--- src/rtl/hfb_pkg.sv ---
`default_nettype none
package hfb_pkg;

    localparam int MaxGenotypes = 128;
    localparam int MaxVisited   = 1024;
    localparam int ProbBits     = 32;
    localparam int GenoBits     = 7;
    localparam int VisBits      = 10;
    localparam int CountBits    = 11;
    localparam int TableBits    = 14;
    localparam int CfgIdxBits   = 3;
    localparam int CfgDataBits  = 11;
    localparam int QueueDepth   = 2;

    typedef enum logic [2:0] {
        OP_LOAD_TRANS  = 3'd0,
        OP_LOAD_KNOWN  = 3'd1,
        OP_LOAD_SOURCE = 3'd2,
        OP_LOAD_TARGET = 3'd3,
        OP_LOAD_EMIT   = 3'd4,
        OP_RUN         = 3'd5,
        OP_NONE6       = 3'd6,
        OP_NONE7       = 3'd7
    } op_t;

    typedef enum logic [2:0] {
        CFG_DIRECTION    = 3'd0,
        CFG_USE_EMISSION = 3'd1,
        CFG_TWO_PARENTS  = 3'd2,
        CFG_SOURCE_COUNT = 3'd3,
        CFG_TARGET_COUNT = 3'd4
    } cfg_idx_t;

    typedef struct packed {
        logic [2:0]          op;
        logic [TableBits-1:0] addr;
        logic [ProbBits-1:0] prob_value;
        logic [GenoBits-1:0] index_p;
        logic [GenoBits-1:0] index_q;
    } in_item_t;

    typedef struct packed {
        logic [ProbBits-1:0] result_value;
        logic [VisBits-1:0]  result_index;
        logic                saturated;
    } out_item_t;

    typedef struct packed {
        logic                 direction;
        logic                 use_emission;
        logic                 two_parents;
        logic [CountBits-1:0] n_src;
        logic [CountBits-1:0] n_tgt;
    } cfg_t;

    // command classified by the front end
    typedef struct packed {
        logic                 is_run;
        logic [2:0]           op;
        logic [TableBits-1:0] addr;
        logic [ProbBits-1:0]  prob_value;
        logic [GenoBits-1:0]  index_p;
        logic [GenoBits-1:0]  index_q;
    } cmd_t;

    typedef enum logic [1:0] {
        ST_IDLE  = 2'd0,
        ST_SETUP = 2'd1,
        ST_LOOP  = 2'd2,
        ST_FINAL = 2'd3
    } state_t;

    function automatic logic [CountBits-1:0] clip_count(input logic [CountBits-1:0] c);
        logic [CountBits-1:0] r;
        r = c;
        if (c > CountBits'(MaxVisited))
        begin
            r = CountBits'(MaxVisited);
        end
        return r;
    endfunction

endpackage
`default_nettype wire

--- src/rtl/hfb_front.sv ---
`default_nettype none
module hfb_front (
    input  wire logic             clk,
    input  wire logic             rst_n,
    input  wire logic             in_valid,
    output logic                  in_ready,
    input  wire hfb_pkg::in_item_t in_item,
    input  wire hfb_pkg::cfg_t    cfg,
    output logic                  cmd_valid,
    input  wire logic             cmd_ready,
    output hfb_pkg::cmd_t         cmd
);

    hfb_pkg::cmd_t q_reg [hfb_pkg::QueueDepth];
    logic          wr_ptr_reg, wr_ptr_next;
    logic          rd_ptr_reg, rd_ptr_next;
    logic [1:0]    cnt_reg, cnt_next;
    logic          keep;
    logic          push, pop;
    logic [hfb_pkg::CountBits-1:0] lim;

    // drop items that give neither a store write nor a result
    always_comb
    begin
        lim = cfg.direction ? hfb_pkg::clip_count(cfg.n_src)
                            : hfb_pkg::clip_count(cfg.n_tgt);
        case (in_item.op)
            hfb_pkg::OP_LOAD_TRANS: keep = 1'b1;
            hfb_pkg::OP_LOAD_KNOWN, hfb_pkg::OP_LOAD_SOURCE,
            hfb_pkg::OP_LOAD_TARGET, hfb_pkg::OP_LOAD_EMIT:
                keep = (in_item.addr < hfb_pkg::TableBits'(hfb_pkg::MaxVisited));
            hfb_pkg::OP_RUN:
                keep = ({3'b0, in_item.addr} < {6'b0, lim}) ;
            default: keep = 1'b0;
        endcase
    end

    assign in_ready  = (cnt_reg != 2'd2);
    assign push      = in_valid && in_ready && keep;
    assign cmd_valid = (cnt_reg != 2'd0);
    assign pop       = cmd_valid && cmd_ready;
    assign cmd       = q_reg[rd_ptr_reg];

    always_comb
    begin
        wr_ptr_next = push ? ~wr_ptr_reg : wr_ptr_reg;
        rd_ptr_next = pop ? ~rd_ptr_reg : rd_ptr_reg;
        cnt_next    = cnt_reg + {1'b0, push} - {1'b0, pop};
    end

    always_ff @(posedge clk or negedge rst_n)
    begin
        if (!rst_n)
        begin
            wr_ptr_reg <= 1'b0;
            rd_ptr_reg <= 1'b0;
            cnt_reg    <= 2'd0;
        end
        else
        begin
            wr_ptr_reg <= wr_ptr_next;
            rd_ptr_reg <= rd_ptr_next;
            cnt_reg    <= cnt_next;
        end
    end

    always_ff @(posedge clk)
    begin
        if (push)
        begin
            q_reg[wr_ptr_reg].is_run     <= (in_item.op == hfb_pkg::OP_RUN);
            q_reg[wr_ptr_reg].op         <= in_item.op;
            q_reg[wr_ptr_reg].addr       <= in_item.addr;
            q_reg[wr_ptr_reg].prob_value <= in_item.prob_value;
            q_reg[wr_ptr_reg].index_p    <= in_item.index_p;
            q_reg[wr_ptr_reg].index_q    <= in_item.index_q;
        end
    end

endmodule
`default_nettype wire

--- config.mk ---
export PLATFORM = sky130hd
export DESIGN_NAME = hfb_front
export DESIGN_NICKNAME = d
export VERILOG_FILES = /design/src/rtl/hfb_pkg.sv /design/src/rtl/hfb_front.sv
export SDC_FILE = /design/constraint.sdc
export NUM_CORES = 1
export LEC_CHECK = 0
export BUFFER_PORTS_ARGS = -buffer_cell sky130_fd_sc_hd__buf_2
export CORE_ASPECT_RATIO = 0.6
export CORE_MARGIN = 3
export CORE_UTILIZATION = 30
export DETAILED_ROUTE_END_ITERATION = 10
export SKIP_CTS_REPAIR_TIMING = 1
export SLEW_MARGIN = 40
export SYNTH_ARGS = -nofsm -noshare
export SYNTH_HDL_FRONTEND = slang
export SYNTH_SLANG_ARGS = --single-unit
--- constraint.sdc ---
create_clock -name clk -period 6 [get_ports clk]
set_input_delay 0.9 -clock clk [delete_from_list [all_inputs] [get_ports clk]]
set_output_delay 0.9 -clock clk [all_outputs]
set_load 0.005 [all_outputs]
==> summary.txt <==
Status
  • Status: finished clean

Worst setup path
  • Critical Path Fanout Max: 63
  • CP arrival: 4070 ps
  • Critical Path RT: 6030 ps
  • Startpoint types: input port
  • Crit path kind: in2reg
  • Nature of the critical path endpoint: flop
  • R2r worst-path depth: 6

Global route
  • Largest net degree at the start of global routing: 66
  • Vias in the first global route: 3256
  • Global-route wire length before repair: 17200 um
  • Total GRT Usage: 11.8%
  • Initial antenna violation count: 1
  • Remaining global-route overflow: 0

Synthesis
  • Syn Nets: 379
  • Register area share after synthesis: 75.3%
  • Largest cells by area after synthesis: edfxtp_1 73%, mux2_1 14%, ha_1 2.9%
  • Post-synth EDFFs: 128
  • Syn_area_per_cell: 19.0 sq um
  • Synth Instances: ~280
  • Synth Cell Area: 5240 sq um
  • Count leader, synth: edfxtp_1
  • Synth cell types: 32
  • Top cell type's share of synthesized area: 73.4%
  • Seq cells post-synth: ~130
  • YS warnings: 0
  • Top post-synthesis cells by count: 128 x edfxtp_1, 64 x mux2_1, 12 x ha_1, 9 x a22oi_1, 8 x nor2_1
  • FFs w/ async S/R, synth: 3.03%
  • Most used DFF post-synth: edfxtp_1
  • Top cell type by total area after synthesis: edfxtp_1

Worst hold path
  • Tightest Hold Check Type: in2async

Pwr
  • Leak: 0.00258 uW
  • Clk pwr share: between 30% and 40%
  • Gate power share: between 10% and 20%
  • Internal: 1940 uW
  • Sw frac: 26.3%
  • Sequential share of power: 40.9%
  • IR drop worst, VDD: 0.229 mV
  • Power per cell area: ~380 nW/um^2
  • Psw: a little under 700 uW

Cells and area
  • Finished Cell Area: between 6000 and 7000 sq um
  • Share of cells above drive strength 1: 43.0%
  • Area added between synthesis and finish: 32.0%
  • NumNets Final: 549
  • Max reg flops: 128
  • Layout Cells excl Fill: about 700

STA
  • Clock Skew: 6.24 ps
  • Setup TNS: 0 ps
  • Relative slew margins: a little under three fifths
  • Slew @ Worst Pin: 666 ps
  • Final worst path period need: 4040 ps
  • F_max: 248 MHz
  • Final Slew Violations: 0
  • Final number of hold-violating endpoints: 0
  • Final WS setup: 1960 ps
  • RSZ-0062 raised after global routing: false
  • Endpoints failing setup: 0
  • Part of the cycle the worst path needs: 67.3%

Clocking
  • H-tree lvl count: 4
  • Root buffer cell: clkbuf_16
  • CTS max path bufs: 2
  • Worst-path clk slew: approximately 60 ps
  • CTS buffer count: 17
  • Clock sink count: ~130
  • Worst skew pair latency: 400 ps
  • CTS tree: yes

Route
  • DRC: 0
  • Total number of vias: 3104
  • Antenna-violating nets left: 0
  • Vias/cell: 4.52
  • DR iter-0 viols: 162
  • Total wire length: 11100 um
  • First-pass DRT Iterations: 5
  • Wirelength per Cell: ~16 um

Flow run
  • Max_cap viols: 0

Floorplanning
  • Die ar.: around 19000 sq um
  • Die height: 108 um
  • Placeable Area: 16700 sq um
  • Starting Density: 31.4%
  • Io pins: 158
  • Die width: ~180 um
  • Row count: 36

Place
  • DP Area: 6310 sq um
  • Hpwl dp: 7570 um
  • Placed Cells: 654
  • Routability cong.: about 0.85
  • Number of port buffers: 155
  • Place WS: 1410 ps
==> path summary, 6_finish.rpt <==
kind | startpoint | slack [ps] | end
hold reg to reg | cnt_reg[1] | 510 | cnt_reg[1]
max in group asynchronous | rst_n | 5570 | rd_ptr_reg
hold / removal | rst_n | 290 | cnt_reg[0]
setup reg to reg | cnt_reg[1] | 3730 | q_reg[0][54]
min in group clk | cnt_reg[1] | 510 | cnt_reg[1]
setup / recovery | cfg[15] | 1960 | q_reg[0][54]
==> power by group through the flow <==
stage                     Combinational (uW)  Sequential (uW)  Clock (uW)
after floorplan                          307             1090           0
after global placement                   527             1090           0
after detailed placement                 534             1100           0
after CTS                                538             1080        1060
after global routing                     584             1080        1110
final                                    523             1080        1030
==> routing by layer <==
layer	share of wire [%]	global-route usage [%]
met1	46	15.6
met2	43	17.5
met3	9.9	5.51
met4	1.1	3.75
met5	0.090	0
==> placed cells by master, fill, tap and decap left out, types with 3 or more instances in the layout <==
| master | synthesis | layout |
|---|---|---|
| buf_6 | 0 | 3 |
| mux2_1 | 64 | 64 |
| dfrtp_1 | 4 | 3 |
| xnor2_1 | 3 | 3 |
| clkbuf_16 | 0 | 17 |
| buf_2 | 5 | 155 |
| clkinv_4 | 0 | 4 |
| a21oi_1 | 3 | 3 |
| edfxtp_1 | 128 | 128 |
| a22oi_1 | 9 | 9 |
| nand3_1 | 6 | 6 |
| ha_1 | 12 | 12 |
| inv_6 | 0 | 4 |
| nor4_1 | 5 | 5 |
| nor2_1 | 8 | 6 |
==> cell type report <==
| type | count | area, sq um |
|---|---|---|
| Inverter | 2 | 7.51 |
| Clock buffer | 18 | 429 |
| Antenna cell | 1 | 2.50 |
| Tap cell | 228 | 285 |
| Multi-Input combinational cell | 134 | 1270 |
| Timing Repair Buffer | 158 | 810 |
| Clock inverter | 14 | 168 |
| Fill cell | 1515 | 9750 |
| Sequential cell | 132 | 3950 |
==> through the flow <==
stage               total power (uW)  util, %  hold slack (ps)
floorplan                       1400        -              460
global placement                1620     37.8              480
detailed placement              1630     37.9              506
CTS                             2680     41.4              273
global route                    2770     41.5              268
finish                          2630     41.5              291
==> cell families after synthesis <==
family | synth area share, %
adders and majority gates | 3.08
xor gates and xnor gates | 0.669
DFF | 75.3
AOI/OAI and AO/OA | 2.37
buffers and inverters | 0.764
and+or+nand+nor | 3.87
muxes | 14.0
==> critical path, cell delays in order <==
cell,delay (ps)
buf_2,110
nor4_1,330
nand3_1,120
a21boi_1,550
a22oi_1,190
ha_1,350
a211oi_1,250
nor3_1,100
nor4_1,260
a21oi_2,190
nor2_4,130
buf_6,470
Power figures use the tool's default switching activity.
